--- src/sv/mbs_pkg.sv ---
// Package for the Maglev backend selector: command and result types,
// operation codes, register indexes and fixed field widths. No dependencies.
package mbs_pkg;

    localparam int KEY_W      = 104;
    localparam int HASH_BITS  = 4;
    localparam int HASH_STEPS = KEY_W / HASH_BITS;
    localparam int SIZE_W     = 9;
    localparam int COUNT_W    = 4;
    localparam int CFG_IDX_W  = 1;
    localparam int CFG_DATA_W = 9;

    localparam logic [2:0] MODE_PACKET    = 3'd0;
    localparam logic [2:0] MODE_LOAD_ADDR = 3'd1;
    localparam logic [2:0] MODE_LOAD_PERM = 3'd2;
    localparam logic [2:0] MODE_SET_VALID = 3'd3;
    localparam logic [2:0] MODE_REBUILD   = 3'd4;
    localparam logic [2:0] MODE_CLEAR_ALL = 3'd5;

    localparam logic [CFG_IDX_W-1:0] REG_TABLE_SIZE    = 1'd0;
    localparam logic [CFG_IDX_W-1:0] REG_BACKEND_COUNT = 1'd1;

    localparam logic [SIZE_W-1:0]  TABLE_SIZE_RESET    = 9'd256;
    localparam logic [COUNT_W-1:0] BACKEND_COUNT_RESET = 4'd8;

    typedef enum logic [2:0] {
        OP_PACKET,
        OP_LOAD_ADDR,
        OP_LOAD_PERM,
        OP_SET_VALID,
        OP_REBUILD,
        OP_CLEAR_ALL,
        OP_NOP
    } t_op;

    typedef struct packed {
        t_op              op;
        logic             in_range;
        logic [KEY_W-1:0] key;
        logic [2:0]       backend_number;
        logic [7:0]       position;
        logic [7:0]       value;
        logic [31:0]      backend_ip;
        logic             valid_flag;
    } t_cmd;

    typedef struct packed {
        logic        drop;
        logic [2:0]  chosen_backend;
        logic [31:0] rewritten_dest_address;
        logic [15:0] passed_dest_port;
        logic [7:0]  slot_index;
    } t_result;

endpackage

--- src/sv/mbs_in_if.sv ---
// Input channel of the Maglev backend selector: valid, ready and one item.
// Stands alone; no package is needed.
interface mbs_in_if;
    logic        valid;
    logic        ready;
    logic [2:0]  mode;
    logic [7:0]  ip_protocol;
    logic [31:0] source_address;
    logic [15:0] source_port_number;
    logic [31:0] dest_address;
    logic [15:0] dest_port_number;
    logic [2:0]  backend_number;
    logic [7:0]  permutation_position;
    logic [7:0]  permutation_value;
    logic [31:0] backend_ip_value;
    logic        valid_flag;

    modport source (
        output valid, mode, ip_protocol, source_address, source_port_number,
               dest_address, dest_port_number, backend_number,
               permutation_position, permutation_value, backend_ip_value,
               valid_flag,
        input  ready
    );
    modport sink (
        input  valid, mode, ip_protocol, source_address, source_port_number,
               dest_address, dest_port_number, backend_number,
               permutation_position, permutation_value, backend_ip_value,
               valid_flag,
        output ready
    );
endinterface

--- src/sv/mbs_front.sv ---
// Front end: accepts input items, classifies the mode into an operation and
// checks index ranges. Depends on mbs_pkg and mbs_in_if.
module mbs_front
    import mbs_pkg::*;
#(
    parameter int TABLE_SLOTS  = 256,
    parameter int MAX_BACKENDS = 8
) (
    input  logic       i_clk,
    input  logic       i_rst_n,
    mbs_in_if.sink     i_in,
    output t_cmd       o_cmd,
    output logic       o_cmd_valid,
    input  logic       i_cmd_ready
);

    t_cmd r_cmd;
    t_cmd n_cmd;
    logic r_valid;
    logic bn_ok;
    logic pos_ok;

    assign bn_ok  = 32'(i_in.backend_number) < MAX_BACKENDS;
    assign pos_ok = 32'(i_in.permutation_position) < TABLE_SLOTS;

    always_comb begin
        n_cmd.key = {i_in.ip_protocol, i_in.source_address, i_in.source_port_number,
                     i_in.dest_address, i_in.dest_port_number};
        n_cmd.backend_number = i_in.backend_number;
        n_cmd.position       = i_in.permutation_position;
        n_cmd.value          = i_in.permutation_value;
        n_cmd.backend_ip     = i_in.backend_ip_value;
        n_cmd.valid_flag     = i_in.valid_flag;
        n_cmd.in_range       = bn_ok;
        case (i_in.mode)
            MODE_PACKET:    n_cmd.op = OP_PACKET;
            MODE_LOAD_ADDR: n_cmd.op = OP_LOAD_ADDR;
            MODE_LOAD_PERM: begin
                n_cmd.op       = OP_LOAD_PERM;
                n_cmd.in_range = bn_ok && pos_ok;
            end
            MODE_SET_VALID: n_cmd.op = OP_SET_VALID;
            MODE_REBUILD:   n_cmd.op = OP_REBUILD;
            MODE_CLEAR_ALL: n_cmd.op = OP_CLEAR_ALL;
            default:        n_cmd.op = OP_NOP;
        endcase
    end

    assign i_in.ready  = !r_valid || i_cmd_ready;
    assign o_cmd       = r_cmd;
    assign o_cmd_valid = r_valid;

    always_ff @(posedge i_clk) begin
        if (!i_rst_n) begin
            r_valid <= 1'b0;
        end else if (i_in.valid && i_in.ready) begin
            r_valid <= 1'b1;
        end else if (i_cmd_ready) begin
            r_valid <= 1'b0;
        end
    end

    always_ff @(posedge i_clk) begin
        if (i_in.valid && i_in.ready) begin
            r_cmd <= n_cmd;
        end
    end

endmodule

--- src/flat_wrapper.sv ---
// flat-port wrapper written by rule: the top's interface ports become plain ports
module mbs_front_flat import mbs_pkg::*;
#(
    parameter int TABLE_SLOTS  = 256,
    parameter int MAX_BACKENDS = 8
)
  (i_clk, i_rst_n, o_cmd, o_cmd_valid, i_cmd_ready, i_in_valid, i_in_mode, i_in_ip_protocol, i_in_source_address, i_in_source_port_number, i_in_dest_address, i_in_dest_port_number, i_in_backend_number, i_in_permutation_position, i_in_permutation_value, i_in_backend_ip_value, i_in_valid_flag, i_in_ready);
  mbs_in_if i_in_i ();
  input  logic i_clk;
  input  logic i_rst_n;
  output t_cmd o_cmd;
  output logic o_cmd_valid;
  input  logic i_cmd_ready;
  input wire logic [$bits(i_in_i.valid)-1:0] i_in_valid;
  input wire logic [$bits(i_in_i.mode)-1:0] i_in_mode;
  input wire logic [$bits(i_in_i.ip_protocol)-1:0] i_in_ip_protocol;
  input wire logic [$bits(i_in_i.source_address)-1:0] i_in_source_address;
  input wire logic [$bits(i_in_i.source_port_number)-1:0] i_in_source_port_number;
  input wire logic [$bits(i_in_i.dest_address)-1:0] i_in_dest_address;
  input wire logic [$bits(i_in_i.dest_port_number)-1:0] i_in_dest_port_number;
  input wire logic [$bits(i_in_i.backend_number)-1:0] i_in_backend_number;
  input wire logic [$bits(i_in_i.permutation_position)-1:0] i_in_permutation_position;
  input wire logic [$bits(i_in_i.permutation_value)-1:0] i_in_permutation_value;
  input wire logic [$bits(i_in_i.backend_ip_value)-1:0] i_in_backend_ip_value;
  input wire logic [$bits(i_in_i.valid_flag)-1:0] i_in_valid_flag;
  output wire logic [$bits(i_in_i.ready)-1:0] i_in_ready;
  assign i_in_i.valid = i_in_valid;
  assign i_in_i.mode = i_in_mode;
  assign i_in_i.ip_protocol = i_in_ip_protocol;
  assign i_in_i.source_address = i_in_source_address;
  assign i_in_i.source_port_number = i_in_source_port_number;
  assign i_in_i.dest_address = i_in_dest_address;
  assign i_in_i.dest_port_number = i_in_dest_port_number;
  assign i_in_i.backend_number = i_in_backend_number;
  assign i_in_i.permutation_position = i_in_permutation_position;
  assign i_in_i.permutation_value = i_in_permutation_value;
  assign i_in_i.backend_ip_value = i_in_backend_ip_value;
  assign i_in_i.valid_flag = i_in_valid_flag;
  assign i_in_ready = i_in_i.ready;
  mbs_front #(.TABLE_SLOTS(TABLE_SLOTS), .MAX_BACKENDS(MAX_BACKENDS)) u_core (.i_clk(i_clk), .i_rst_n(i_rst_n), .i_in(i_in_i), .o_cmd(o_cmd), .o_cmd_valid(o_cmd_valid), .i_cmd_ready(i_cmd_ready));
endmodule
--- config.mk ---
export PLATFORM = sky130hd
export DESIGN_NAME = mbs_front_flat
export DESIGN_NICKNAME = d
export VERILOG_FILES = /design/src/sv/mbs_pkg.sv /design/src/sv/mbs_in_if.sv /design/src/sv/mbs_front.sv /design/src/flat_wrapper.sv
export SDC_FILE = /design/constraint.sdc
export NUM_CORES = 1
export LEC_CHECK = 0
export BUFFER_PORTS_ARGS = -buffer_cell sky130_fd_sc_hd__buf_2
export CORE_AREA = 2 2 126 128
export CTS_CLUSTER_DIAMETER = 80
export DETAILED_ROUTE_END_ITERATION = 8
export DIE_AREA = 0 0 128 130
export GPL_ROUTABILITY_DRIVEN = 0
export PLACE_DENSITY = 0.75
export SYNTH_ARGS = -nofsm -noshare
export SYNTH_HDL_FRONTEND = slang
export SYNTH_SLANG_ARGS = --single-unit
--- constraint.sdc ---
create_clock -name i_clk -period 2.8 [get_ports i_clk]
set_input_delay 0.42 -clock i_clk [delete_from_list [all_inputs] [get_ports i_clk]]
set_output_delay 0.42 -clock i_clk [all_outputs]
set_load 0.005 [all_outputs]
Yosys cells after proc, flatten, opt, wreduce, memory -nomap -nowiden
Index checks and enable logic that the tools add are counted.
- bits in writable memories: 0
- bits in latches: 0
- memory bits (read-only): 0
- flip-flop bits (word level): 160
- memories kept: 0
- $add $sub $neg: 0
- eq/ne operators: 5
- reduce and logical (&&, ||, !) cells: 5
- div/mod/pow operators: 0
- shifts and indexed selects: 0
- bitwise gates (word level): 0
- muxes and demuxes: 3
- $lt $le $gt $ge: 0
- multiply operators: 0
- operators with widths (cell ; number):
    $pmux 3 s6 ; 1
    $eq 3x2->1 const B ; 2
    $eq 3x3->1 const B ; 2
    $eq 3x1->1 const B ; 1
    $logic_not 3->1 ; 1
    $mux 1 ; 2
    $reduce_bool 2->1 ; 1
    $logic_and 1x1->1 ; 1
    $logic_not 1->1 ; 1
    $logic_or 1x1->1 ; 1

Longest topological paths before layout
- depth after elaboration: 4
- gate-level depth with buffers: 2

Worst setup path after synthesis
OpenSTA, ideal clock, no wires.
- path type: input to register
- from: input port i_cmd_ready
- to: register u_core.r_cmd (netlist bit u_core.o_cmd[0]) (enable)
- setup slack: 0.682 ns
- stages on the path: 2
- data required time: 2.391 ns
- data arrival time: 1.710 ns
- cell sequence: nand2b_4 -> and2_4
- word-level cells in the longest chain between the ends: 2
- RTL lines (what ; line ; source):
    start, declared ; flat_wrapper.sv:13 ; input logic i_cmd_ready;
    $logic_or 1x1->1 ; mbs_front.sv:49 ; assign i_in.ready = !r_valid || i_cmd_ready;
    $logic_and 1x1->1 ; mbs_front.sv:64 ; if (i_in.valid && i_in.ready) begin
    end signal, assigned ; mbs_front.sv:65 ; r_cmd <= n_cmd;
    end, declared ; mbs_front.sv:17 ; t_cmd r_cmd;
No other way between the ends.
A chain may end at the register's enable or synchronous reset.

Final worst setup path
- from: register u_core.r_valid (netlist: u_core.o_cmd_valid)
- to: register u_core.r_cmd (netlist bit u_core.o_cmd[50]) (enable)
- word-level cells in the longest chain between the ends: 3
- RTL lines (what ; line ; source):
    start, declared ; mbs_front.sv:19 ; logic r_valid;
    start signal, assigned ; mbs_front.sv:55 ; r_valid <= 1'b0;
    start signal, assigned ; mbs_front.sv:57 ; r_valid <= 1'b1;
    start signal, assigned ; mbs_front.sv:59 ; r_valid <= 1'b0;
    $logic_not 1->1 ; mbs_front.sv:49 ;
    $logic_or 1x1->1 ; mbs_front.sv:49 ;
    $logic_and 1x1->1 ; mbs_front.sv:64 ;
No other way between the ends.

==> impl_metrics.py <==
metrics = {
    "clock_tree": {
        "cts_tree": "done",
        "cts_sinks": 160,
        "htreeDepth": 4,
        "cts_buffers": 17,
        "clockBufferDepth": 2,
        "cts.clk_slew.worst_paths_ns": 0.06,
        "postCtsSetupBuffers": 0,
        "clockRootBuffer": "clkbuf_16",
        "insertion_delay_ns": 0.41,
        "cts_resized": 0,
        "postCtsHoldBufs": 0,
    },
    "pwr": {
        "p_per_area_nw_per_um2": 731.7,
        "p_leak_nw": 3.130,
        "irDropWorstVdd_mv": 0.3936,
        "finalPower_w": 0.005348,
    },
    "routing": {
        "firstDrtPassIters": 4,
        "wirelength_mm": 11.61,
        "vias_per_cell": 4.203,
        "final_antenna_net_count": 0,
        "drc": 0,
        "wl_per_cell_microns": 16.22,
        "dr_total_vias": 3009,
        "drt_iter0_markers": 154,
    },
    "critical_path": {
        "cp-end-kind": "flip-flop",
        "cp_top_family": "simple AND/OR/NAND/NOR gates",
        "path_max_fanout": 65,
        "cp_slowest_cell": "and2_4",
        "critPathKind": "flip-flop to flip-flop",
        "startpoint_type": "flip-flop",
        "path_cells": "nand2b_4 -> and2_4 -> buf_12",
        "crit_required_ns": 2.88,
        "worst-path-buf-inv": 1,
        "max_stage_delay_ns": 0.40,
        "cp.arrival_ns": 1.65,
    },
    "die": {
        "die_y_microns": 130,
        "dieArea_sq_um": 16640,
        "ios": 325,
        "core_area_sq_um": 15420,
        "row_count": 46,
        "die_w_microns": 128,
        "start_util_pct": 31.50,
    },
    "timing": {
        "period_needed_ns": 1.568,
        "fin_tns_setup_ns": 0,
        "rsz0062_at_grt": "no",
        "worst_clock_skew_ns": 0.005017,
        "finalHoldViolCount": 0,
        "setup_viol": 0,
        "drv_slew": 0,
        "period_share_pct": 56.00,
        "fmax_ghz": 0.6377,
    },
    "run_status": {
        "status": "finished, final reports clean",
    },
    "hold_path": {
        "hold_class": "input port to flip-flop",
    },
    "synthesis": {
        "synth_nets": 332,
        "syn_area_sq_um": 4858,
        "avgSynthCellArea_sq_um": 28.75,
        "synth_cell_types": 10,
        "yosysWarnings": 0,
        "synth_seq_area_share_pct": 98.69,
        "synth_cells": 169,
        "ys_ff_latch": 160,
    },
    "global_route": {
        "antenna_found_initial": 0,
        "grt_usage_pct": 13.41,
        "grt_pass1_vias": 3085,
        "grt_pass1_wl_mm": 16.10,
        "gr-total-overflow": 0,
        "grt_start_max_net_pins": 66,
    },
    "flow_run": {
        "cap_violations": 0,
    },
    "placed_design": {
        "dp.cells": 684,
        "io_buffers": 323,
        "hpwl_mm": 8.844,
    },
    "cells_and_area": {
        "syn_to_final_growth_pct": 50.45,
        "final_common_cell": "buf_2",
        "fin_nets": 674,
        "instances_no_fill": 716,
        "n_antenna_cell": 0,
        "layout_common_cells": "buf_2 (323), edfxtp_1 (159), clkbuf_16 (17)",
        "drive_gt1_share_pct": 68.51,
    },
}
==> cell families (layout without fill, tap and decap cells) <==
family                 Yosys count  count (layout)  synth area share (%)
AO/OA/AOI/OAI                    2               2                0.3863
flip-flops                     160             160                 98.69
AND/OR/NAND/NOR                  2               2                0.4635
buffers and inverters            4             359                0.3863
other                            1               1               0.07719
==> per-layer routing <==
layer  vias to the layer above  wire length (microns)  GRT usage, %  part of all wire (%)
met5                         -                      0             0                     0
li1                       1363                      -             -                     -
met3                        15                   1274         6.970                    11
met4                         0                    212         6.012                   1.8
met1                      1429                   4220         13.60                    36
met2                       202                   5906         23.15                    51
==> synth_stat cells <==
master | count | share of area [%]
a21boi_0 | 1 | 0.15
a21boi_2 | 1 | 0.23
and2_4 | 1 | 0.18
buf_4 | 1 | 0.15
clkbuf_1 | 2 | 0.15
conb_1 | 1 | 0.077
dfxtp_1 | 1 | 0.41
edfxtp_1 | 159 | 98
inv_1 | 1 | 0.077
nand2b_4 | 1 | 0.28
==> path summary, 6_finish.rpt <==
path	from	slack [ns]	cells past startpoint	end
max	u_core.o_cmd_valid	1.23	3	u_core.o_cmd[50]
min reg2reg	u_core.o_cmd_valid	0.51	2	u_core.o_cmd_valid
max reg2reg	u_core.o_cmd_valid	1.23	3	u_core.o_cmd[50]
min	i_in_source_address[27]	0.18	1	u_core.o_cmd[143]
==> state kept, by name, indices dropped and copies added (netlist names) <==
| signal | count |
|---|---|
| u_core.o_cmd | 159 |
| u_core.o_cmd_valid | 1 |
==> stage by stage <==
stage | cell area (sq um) | hold WS [ns] | setup WS (ns) | util (%)
global placement | 6748 | 0.4851 | 1.052 | 43.75
global route | 7310 | 0.1465 | 1.158 | 47.39
detailed placement | 6748 | 0.5124 | 1.002 | 43.75
finish | 7310 | 0.1758 | 1.232 | 47.39
CTS | 7310 | 0.1501 | 1.218 | 47.39
floorplan | 4858 | 0.5056 | 0.6817 | -
==> power by group <==
| group | total (W) | switching (W) | internal [W] |
|---|---|---|---|
| Combinational | 0.000341 | 0.000168 | 0.000173 |
| Sequential | 0.00284 | 0.0000335 | 0.00280 |
| Clock | 0.00217 | 0.000936 | 0.00124 |
==> final cells by class <==
class	count	area (sq um)
Clock inverter	14	132.6
Tap cell	192	240.2
Sequential cell	160	4795
Clock buffer	18	429.2
Fill cell	1363	8115
Multi-Input combinational cell	5	45.04
Timing Repair Buffer	326	1664
Inverter	1	3.754
Note: power is estimated with default switching activity, not from simulation.
