[config.mk]
export PLATFORM = sky130hd
export DESIGN_NAME = mbs_queue
export DESIGN_NICKNAME = d
export VERILOG_FILES = /design/src/sv/mbs_pkg.sv /design/src/sv/mbs_queue.sv
export SDC_FILE = /design/constraint.sdc
export NUM_CORES = 1
export LEC_CHECK = 0
export ABC_AREA = 1
export BUFFER_PORTS_ARGS = -buffer_cell sky130_fd_sc_hd__clkbuf_2
export CAP_MARGIN = 30
export CORE_MARGIN = 1.5
export CORE_UTILIZATION = 45
export DETAILED_ROUTE_END_ITERATION = 8
export GPL_TIMING_DRIVEN = 0
export PLACE_DENSITY = 0.71
export SKIP_CTS_REPAIR_TIMING = 1
export SLEW_MARGIN = 40
export SYNTH_ARGS = -nofsm -noshare
export SYNTH_HDL_FRONTEND = slang
export SYNTH_SLANG_ARGS = --single-unit
export TNS_END_PERCENT = 30
[constraint.sdc]
create_clock -name i_clk -period 17.9 [get_ports i_clk]
set_clock_uncertainty 0.1 [all_clocks]
set_input_delay 3.58 -clock i_clk [delete_from_list [all_inputs] [get_ports i_clk]]
set_output_delay 3.58 -clock i_clk [all_outputs]
set_load 0.03 [all_outputs]
[src/sv/mbs_pkg.sv]
// Package for the Maglev backend selector: command and result types,
// operation codes, register indexes and fixed field widths. No dependencies.
package mbs_pkg;

    localparam int KEY_W      = 104;
    localparam int HASH_BITS  = 4;
    localparam int HASH_STEPS = KEY_W / HASH_BITS;
    localparam int SIZE_W     = 9;
    localparam int COUNT_W    = 4;
    localparam int CFG_IDX_W  = 1;
    localparam int CFG_DATA_W = 9;

    localparam logic [2:0] MODE_PACKET    = 3'd0;
    localparam logic [2:0] MODE_LOAD_ADDR = 3'd1;
    localparam logic [2:0] MODE_LOAD_PERM = 3'd2;
    localparam logic [2:0] MODE_SET_VALID = 3'd3;
    localparam logic [2:0] MODE_REBUILD   = 3'd4;
    localparam logic [2:0] MODE_CLEAR_ALL = 3'd5;

    localparam logic [CFG_IDX_W-1:0] REG_TABLE_SIZE    = 1'd0;
    localparam logic [CFG_IDX_W-1:0] REG_BACKEND_COUNT = 1'd1;

    localparam logic [SIZE_W-1:0]  TABLE_SIZE_RESET    = 9'd256;
    localparam logic [COUNT_W-1:0] BACKEND_COUNT_RESET = 4'd8;

    typedef enum logic [2:0] {
        OP_PACKET,
        OP_LOAD_ADDR,
        OP_LOAD_PERM,
        OP_SET_VALID,
        OP_REBUILD,
        OP_CLEAR_ALL,
        OP_NOP
    } t_op;

    typedef struct packed {
        t_op              op;
        logic             in_range;
        logic [KEY_W-1:0] key;
        logic [2:0]       backend_number;
        logic [7:0]       position;
        logic [7:0]       value;
        logic [31:0]      backend_ip;
        logic             valid_flag;
    } t_cmd;

    typedef struct packed {
        logic        drop;
        logic [2:0]  chosen_backend;
        logic [31:0] rewritten_dest_address;
        logic [15:0] passed_dest_port;
        logic [7:0]  slot_index;
    } t_result;

endpackage

[src/sv/mbs_queue.sv]
// Two-entry command queue between the front end and the back end.
// Depends on mbs_pkg.
module mbs_queue
    import mbs_pkg::*;
(
    input  logic i_clk,
    input  logic i_rst_n,
    input  logic i_push,
    input  t_cmd i_data,
    output logic o_ready,
    output logic o_valid,
    output t_cmd o_data,
    input  logic i_pop
);

    t_cmd       r_mem [2];
    logic       r_wptr;
    logic       r_rptr;
    logic [1:0] r_count;
    logic       push;
    logic       pop;

    assign o_ready = r_count != 2'd2;
    assign o_valid = r_count != 2'd0;
    assign o_data  = r_mem[r_rptr];
    assign push    = i_push && o_ready;
    assign pop     = i_pop && o_valid;

    always_ff @(posedge i_clk) begin
        if (!i_rst_n) begin
            r_wptr  <= 1'b0;
            r_rptr  <= 1'b0;
            r_count <= 2'd0;
        end else begin
            if (push) begin
                r_wptr <= !r_wptr;
            end
            if (pop) begin
                r_rptr <= !r_rptr;
            end
            if (push && !pop) begin
                r_count <= r_count + 2'd1;
            end else if (pop && !push) begin
                r_count <= r_count - 2'd1;
            end
        end
    end

    always_ff @(posedge i_clk) begin
        if (push) begin
            r_mem[r_wptr] <= i_data;
        end
    end

endmodule

# Word level (Yosys, flattened, before mapping)
# Memory sizes are Yosys's and may differ from the RTL's. A register that Yosys moved wholly into a read port is not among the register bits.
# Index checks and enable logic that the tools add are counted.
[classes]
muxes = 6
reduce_logical = 10
n_addsub = 2
n_eq_ne = 1
[op_table]
columns = ["op", "count"]
rows = [
  ["$logic_and A1 B1 Y1", 4],
  ["$logic_not A1 Y1", 4],
  ["$mux W1", 4],
  ["$mux W2", 2],
  ["$reduce_bool A2 Y1", 2],
  ["$add A2 B1 Y2 const B", 1],
  ["$ne A2 B2 Y1 const B", 1],
  ["$sub A2 B1 Y2 const B", 1],
]
[totals]
word_cells = 23
mem_count = 1
inputBits = 164
ramBits = 320
regBits = 4
[memory_table]
columns = ["name", "depth", "word_bits", "read_ports", "rd_ports_with_merged_regs", "write_ports", "line", "source"]
rows = [
  ["r_mem", 2, 160, 1, 1, 1, "mbs_queue.sv:16", "t_cmd r_mem [2];"],
]

# Depth between registers and ports, before layout
# Gate-level depths: netlist of the first run.
[logic_depth]
word_depth = 6
mapped_depth = 11

# Worst setup path before layout of the first run
# OpenSTA, ideal clock, no wires.
[synth_path]
path_kind = "input to register"
startpoint = "input i_push"
endpoint = "memory r_mem[0][0] in the netlist's numbering (enable)"
path_stages = 2
t_required_ns = 17.117
path_buffers = 0
path_slack_ns = 6.794
t_arrival_ns = 10.323
path_cell_list = "nand2_1 nor2_1"
[synth_between]
elab_chain_cells = 3
[synth_rtl]
columns = ["item", "line", "source"]
rows = [
  ["start: declaration", "mbs_queue.sv:8", "input logic i_push,"],
  ["$logic_and A1 B1 Y1", "mbs_queue.sv:26", "assign push = i_push && o_ready;"],
  ["$mux W1", "mbs_queue.sv:50", "if (push) begin"],
  ["$mux W1 (implied by the code)", "mbs_queue.sv:51", "r_mem[r_wptr] <= i_data;"],
  ["end: declaration", "mbs_queue.sv:16", ""],
]
# Every way passes these cells.

==> impl_metrics.py, run 1 <==
metrics = {
    "yosys": {
        "synth_area_mm2": 0.0122,
        "ys_seq_elements": 325,
        "synth_edf_count": 320,
        "synth.top_cell.area_share_pct": 78.8,
        "yosys-top-cells-count": "320 x edfxtp_1, 100 x mux2_4, 60 x mux2_2",
        "yosys-top-cells-area": "edfxtp_1 79%, mux2_4 12%, mux2_2 5.5%",
        "yosysMostFrequentCell": "edfxtp_1",
        "syn-mean-instance-area_um2": 22.8,
        "yosysWarnings": 0,
        "syn_nets": 700,
        "synthFlopType": "edfxtp_1",
        "synth_top_area_cell": "edfxtp_1",
        "async_flop_share_pct": 0,
        "syn-instance-count": 535,
        "synth.distinct_cells": 15,
        "ys_seq_area_share_pct": 79.6,
    },
    "setup_path": {
        "critPathMaxStageDelay_ns": 0.33,
        "crit_required_ns": 14.22,
        "arrival_ns": 1.90,
        "r2r-start": "r_count[0]",
        "crit_family": "buffers and inverters",
        "path_buf_inv": 4,
        "rrSetupSlack_ns": 15.40,
        "cp_common_cell": "buf_6",
        "r2r_end": "r_mem[0][63]",
        "path_class": "register to primary output",
        "cp_max_fo": 10,
        "crit_path_start_kind": "register",
        "worst_path_max_delay_cell": "mux2_4",
        "reg2reg_depth": 9,
        "crit_chain": "buf_6 > buf_6 > buf_6 > mux2_4 > clkbuf_2",
        "end_kind": "primary output",
    },
    "global_route": {
        "antenna_found_initial": 3,
        "grt.total_usage_pct": 16.7,
        "grt_pass1_wl_um": 35900,
        "grt_overflow_total": 0,
        "grt_pass1_vias": 6535,
        "grt_max_degree": 19,
    },
    "power_and_ir_drop": {
        "peakVddDrop_uv": 115,
        "power_density_mw_per_mm2": 150,
        "leakage_nw": 6.25,
    },
    "route": {
        "drt_iter0_markers": 357,
        "ant_nets": 0,
        "routedWlPerCell_um": 18.2,
        "dr.pass1.iters": 4,
        "viasPerCell": 4.86,
        "wirelength_um": 23400,
        "num_vias": 6242,
        "drc": 0,
    },
    "floorplan": {
        "die_x_um": 168,
        "dieHeight_um": 168,
        "core_area_mm2": 0.0268,
        "start_util_pct": 45.5,
        "rows": 60,
        "fp.dieArea_mm2": 0.0281,
        "boundaryPins": 326,
    },
    "clocking": {
        "cts_sinks": 325,
        "clkTransAtPathRegs_ns": 0.05,
        "cts_buffers": 35,
        "clock_latency_ns": 0.50,
        "max-clock-path-buffers": 3,
        "htree_levels": 2,
        "cts_tree": "yes",
        "root_buffer": "clkbuf_16",
    },
    "sta": {
        "worst_slew_pin_slew_ns": 0.571,
        "period_share_pct": 31.2,
        "setup_viol_count_final": 0,
        "report.final.slew_viol_count": 0,
        "fin_crit_ns": 5.58,
        "final_hold_viol_count": 0,
        "fmax_mhz": 179,
        "tns_ns": 0,
        "slew_headroom_pct": 61.8,
        "grt_setup_unrepaired": "no",
    },
    "cells_and_area": {
        "final_area_mm2": 0.0158,
        "drive_above_1_share_pct": 60.7,
        "fin_nets": 1084,
        "fillers": 2001,
        "regArea_mm2": 0.00971,
        "area_growth_pct": 29.8,
        "multi_input_area_mm2": 0.00230,
    },
    "hold_path": {
        "hp-class": "register to register",
        "hold_path.startpoint": "r_rptr",
        "hold_depth": 2,
    },
    "job": {
        "max_cap_violations": 0,
    },
    "place": {
        "placed_area_mm2": 0.0148,
        "place_hpwl_um": 16800,
        "gp_congestion": 0.731,
        "portBuffers": 325,
    },
    "run_status": {
        "outcome": "finished clean",
    },
}
[report_power, final]
part           total [mW]  internal (mW)  switching (mW)
clock               0.653          0.388           0.265
sequential          0.984          0.960          0.0236
combinational       0.730          0.290           0.440
[cell type report]
class | instances | area share, %
diodes | 3 | 0.0474
flip-flops and latches | 325 | 61.4
clock inverters | 13 | 0.522
plain buffers | 18 | 1.04
multi-input cells | 184 | 14.5
repair buffers | 347 | 13.6
clock buffers | 45 | 6.04
well taps | 341 | 2.70
inverters | 8 | 0.190
[layer usage]
metal | track usage [%] | vias to the layer above | routed length [µm]
met5 | 0 | - | 0
met4 | 6.19 | 0 | 730
met3 | 6.41 | 54 | 2230
met2 | 28.2 | 261 | 11600
met1 | 19.3 | 3024 | 8820
li1 | - | 2903 | -
[metrics by stage]
step	utilization [%]	hold slack, ns	setup slack (ns)	power [mW]	cells
3_3_place_gp	53.2	0.381	2.62	1.72	1201
5_1_grt	59.0	0.454	12.20	2.46	1282
2_1_floorplan	-	0.367	6.79	1.53	535
4_1_cts	59.0	0.422	12.24	2.40	1281
6_report	59.0	0.418	12.32	2.37	1284
3_5_place_dp	55.1	0.401	12.25	1.74	1223
[worst min-delay path, cell delays in order (launching register included)]
cell	delay, ns
dfxtp_1	0.33
nor2_1	0.06
nor2_1	0.09
[kinds of logic after synthesis]
family | share of synthesized area (%)
muxes | 17.9
and+or+nand+nor | 0.616
adders and majority gates | 0.103
DFF | 79.6
AOI/OAI and AO/OA | 0.185
buffers and inverters | 1.60
[layout by cell type (no fill, tap or decap)]
cell type    n
mux2_4     100
ha_1         1
o21a_1       1
a21oi_1      1
mux2_2      60
inv_1        8
clkbuf_1     8
edfxtp_1   320
o21ai_0      2
dfxtp_1      5
diode_2      3
buf_16      15
buf_6       12
buf_8        7
nand2_1      9
nand4_1      1
clkinv_1     6
nand3_1      1
clkbuf_16   37
clkbuf_2   325
nor2_1       6
bufinv_16    1
clkinv_2     6
buf_2        6
nor2_4       2
[how the worst max path moves through the flow]
stage / cells past startpoint / startpoint / to / slack [ns]
global route: 5 / register / o_data[103] / 12.20
CTS: 5 / register / o_data[117] / 12.24
detailed placement: 8 / i_push / r_mem[0][87] / 12.25
floorplan: 2 / i_push / r_mem[0][0] / 6.79
global placement: 3 / i_push / r_mem[1][87] / 2.62
finish: 5 / register / o_data[117] / 12.32
[flip-flops by register name (all words and copies together), names as in the netlist, named ones only]
register	flops
r_mem	320
r_count	2
r_rptr	1
r_wptr	1
(Power assumes the default switching activity.)
==> inputs of run 2 (changes only) <==
--- a/config.mk
+++ b/config.mk
@@ -5,14 +5,14 @@
 export SDC_FILE = /design/constraint.sdc
 export NUM_CORES = 1
 export LEC_CHECK = 0
-export ABC_AREA = 1
+export ABC_AREA = 0
 export BUFFER_PORTS_ARGS = -buffer_cell sky130_fd_sc_hd__clkbuf_2
 export CAP_MARGIN = 30
 export CORE_MARGIN = 1.5
 export CORE_UTILIZATION = 45
 export DETAILED_ROUTE_END_ITERATION = 8
 export GPL_TIMING_DRIVEN = 0
-export PLACE_DENSITY = 0.71
+export PLACE_DENSITY = 0.74
 export SKIP_CTS_REPAIR_TIMING = 1
 export SLEW_MARGIN = 40
 export SYNTH_ARGS = -nofsm -noshare
==> constraint.sdc (replaced) <==
create_clock -name i_clk -period 4.75 [get_ports i_clk]
set_clock_uncertainty 0.1 [all_clocks]
set_input_delay 0.95 -clock i_clk [delete_from_list [all_inputs] [get_ports i_clk]]
set_output_delay 0.95 -clock i_clk [all_outputs]
set_load 0.03 [all_outputs]
==> run 2 against run 1 <==
- via count fell by 2.2%
- synthesized area barely moved
- wire length fell by 1.7%
- combinational power rose to 3.9 times the previous value
- cell count fell by 1.9%
- worst setup slack got worse by 11 ns
- count of clock-buffer cells in the layout rose by 6
- synthesized cell count fell by 2.4%
- first-iteration DRC count fell by 20%
- clock power rose to 3.8 times the previous value
- sequential share of layout area rose by 1.3 points
- register-to-register slack got worse by 13 ns
- critical endpoint is now o_data[150]
- largest cell class unchanged
- highest routed layer is now met5
==> impl_metrics.py, run 2 <==
metrics = {
    "setup_path": {
        "arrival_ns": 1.89,
        "crit_family": "buffers and inverters",
        "path_buf_inv": 4,
        "crit_chain": "buf_6 > buf_6 > buf_6 > mux2_4 > clkbuf_2",
        "cp_max_fo": 10,
        "path_class": "register to primary output",
        "cp_common_cell": "buf_6",
        "crit_required_ns": 3.70,
        "crit_path_start_kind": "register",
        "end_kind": "primary output",
        "worst_path_max_delay_cell": "dfxtp_1",
        "critPathMaxStageDelay_ns": 0.32,
    },
    "yosys": {
        "ys_seq_area_share_pct": 79.6,
        "yosysWarnings": 0,
        "synth_fa_ha_area_share_pct": 0.103,
        "synth.distinct_cells": 21,
        "syn-mean-instance-area_um2": 23.4,
        "yosysMostFrequentCell": "edfxtp_1",
        "synth.top_cell.area_share_pct": 78.8,
        "synth_edf_count": 320,
        "synth_compound_area_share_pct": 0.287,
        "ys_seq_elements": 325,
        "synthMuxAreaShare_pct": 17.9,
        "yosys-top-cells-count": "320 x edfxtp_1, 100 x mux2_4, 60 x mux2_2",
        "yosys.area_share.simple_pct": 0.534,
        "syn-instance-count": 522,
        "synthFlopType": "edfxtp_1",
        "syn_nets": 687,
        "yosys-top-cells-area": "edfxtp_1 79%, mux2_4 12%, mux2_2 5.5%",
        "synth_area_mm2": 0.0122,
        "async_flop_share_pct": 0,
        "synthXorXnorAreaFrac_pct": 0.215,
        "synth_top_area_cell": "edfxtp_1",
        "synth_top_family_by_area": "multiplexers",
    },
    "route": {
        "highest_layer": "met5",
        "wl_met3_um": 1770,
        "routedWlPerCell_um": 18.2,
        "wirelength_met1_um": 8690,
        "wl_met2_um": 11600,
        "drt_iter0_markers": 284,
        "drc": 0,
        "wirelength_um": 23000,
        "num_vias": 6107,
        "dr.pass1.iters": 4,
        "viasPerCell": 4.85,
        "ant_nets": 0,
    },
    "global_route": {
        "antenna_found_initial": 6,
        "grt.total_usage_pct": 16.2,
        "grt_overflow_total": 0,
        "grt_pass1_wl_um": 34700,
        "grt_pass1_vias": 6349,
        "grt_max_degree": 65,
    },
    "floorplan": {
        "core_area_mm2": 0.0268,
        "die_x_um": 168,
        "rows": 60,
        "start_util_pct": 45.5,
        "fp.dieArea_mm2": 0.0281,
        "dieHeight_um": 168,
        "boundaryPins": 326,
    },
    "place": {
        "place_hpwl_um": 15800,
        "gp_congestion": 0.724,
        "dp_slack_ns": 2.20,
        "portBuffers": 325,
    },
    "cells_and_area": {
        "drive_above_1_share_pct": 60.9,
        "utilization_pct": 57.8,
        "regArea_mm2": 0.00971,
        "largest-register": "r_mem",
        "layout_common_cells": "325 x clkbuf_2, 320 x edfxtp_1, 100 x mux2_4",
        "fillers": 2056,
        "largest_registers": "r_mem: 320 flops, r_count: 2 flops",
        "mostFrequentLayoutCell": "clkbuf_2",
        "largest_register_ffs": 320,
        "fin_nets": 1056,
        "multi_input_area_mm2": 0.00232,
        "area_growth_pct": 27.0,
    },
    "sta": {
        "tns_ns": 0,
        "grt_setup_unrepaired": "no",
        "report.final.slew_viol_count": 0,
        "final_hold_viol_count": 0,
        "slew_headroom_pct": 75.7,
        "worst_slew_pin_slew_ns": 0.365,
        "setup_ws_ns": 1.81,
        "period_share_pct": 61.9,
        "fin_crit_ns": 2.94,
        "fmax_mhz": 340,
        "setup_viol_count_final": 0,
    },
    "clocking": {
        "clock_latency_ns": 0.50,
        "root_buffer": "clkbuf_16",
        "clkTransAtPathRegs_ns": 0.06,
        "cts_tree": "yes",
        "cts_buffers": 35,
        "cts_sinks": 325,
        "max-clock-path-buffers": 3,
        "htree_levels": 2,
    },
    "power_and_ir_drop": {
        "power_density_mw_per_mm2": 582,
        "peakVddDrop_uv": 429,
        "leakage_nw": 6.06,
    },
    "hold_path": {
        "hp-class": "register to register",
    },
    "job": {
        "max_cap_violations": 0,
    },
    "run_status": {
        "outcome": "finished clean",
    },
}
-- run 2: cell types whose count changed in the layout (fill, tap and decap cells not counted), moves of 4 or more --
cell      change
and2_1        +4
buf_12        +5
buf_16       -13
buf_8         -7
clkbuf_1      +5
clkinv_2      -5
inv_1         -8
nand2_1       -9
nor2_1        -6
-- run 2: routing by layer --
layer | global-route usage [%] | up-vias
met4 | 7.36 | 2
li1 | - | 2839
met1 | 18.1 | 2960
met2 | 28.1 | 249
met3 | 5.20 | 57
met5 | 0 | -
-- run 2: worst min-delay path: stages, from the launching register on --
cell and delay (ns):
dfxtp_1 0.36, o21ai_0 0.09, a21boi_1 0.06
-- run 2: area by class of cell --
| cell class | instances | share of cell area (%) |
|---|---|---|
| Inverter | 1 | 0.0727 |
| Antenna cell | 3 | 0.0485 |
| Timing Repair Buffer | 332 | 11.5 |
| Sequential cell | 325 | 62.7 |
| Clock buffer | 51 | 6.38 |
| Buffer | 18 | 1.07 |
| Tap cell | 341 | 2.75 |
| Multi-Input combinational cell | 178 | 15.0 |
| Clock inverter | 11 | 0.525 |
-- run 2: path summary, 6_finish.rpt --
check | from | endpoint | slack (ns) | depth (start not counted)
hold reg to reg | r_count[1] | r_count[1] | 0.46 | 2
setup reg to reg | r_count[0] | r_mem[1][117] | 2.67 | 5
hold / removal | r_count[1] | r_count[1] | 0.46 | 2
setup / recovery | register | o_data[150] | 1.81 | 5
-- run 2: cell families (layout without fill, tap and decap cells) --
family / Yosys count / count (layout)
flops: 325 / 325
mux: 160 / 160
buf+inv: 19 / 413
simple gates: 9 / 9
compound gates: 5 / 5
xor+xnor: 3 / 3
fa+ha+maj: 1 / 1
other cells: 0 / 3
-- run 2: per-stage QoR --
step,instance area (µm²),hold slack [ns],power (mW),std cells
finish,15500,0.459,9.01,1260
global placement,14200,0.432,6.59,1188
floorplan,12200,0.412,5.85,522
CTS,15500,0.465,9.15,1257
detailed placement,14400,0.457,6.60,1195
global route,15500,0.511,9.38,1260
-- run 2: report_power, final --
part | internal [mW] | leakage, nW | switching, mW | total [mW]
clock | 1.50 | 0.511 | 1.01 | 2.51
sequential | 3.58 | 3.03 | 0.0885 | 3.67
combinational | 1.09 | 2.52 | 1.75 | 2.83
total | 6.16 | 6.06 | 2.85 | 9.01
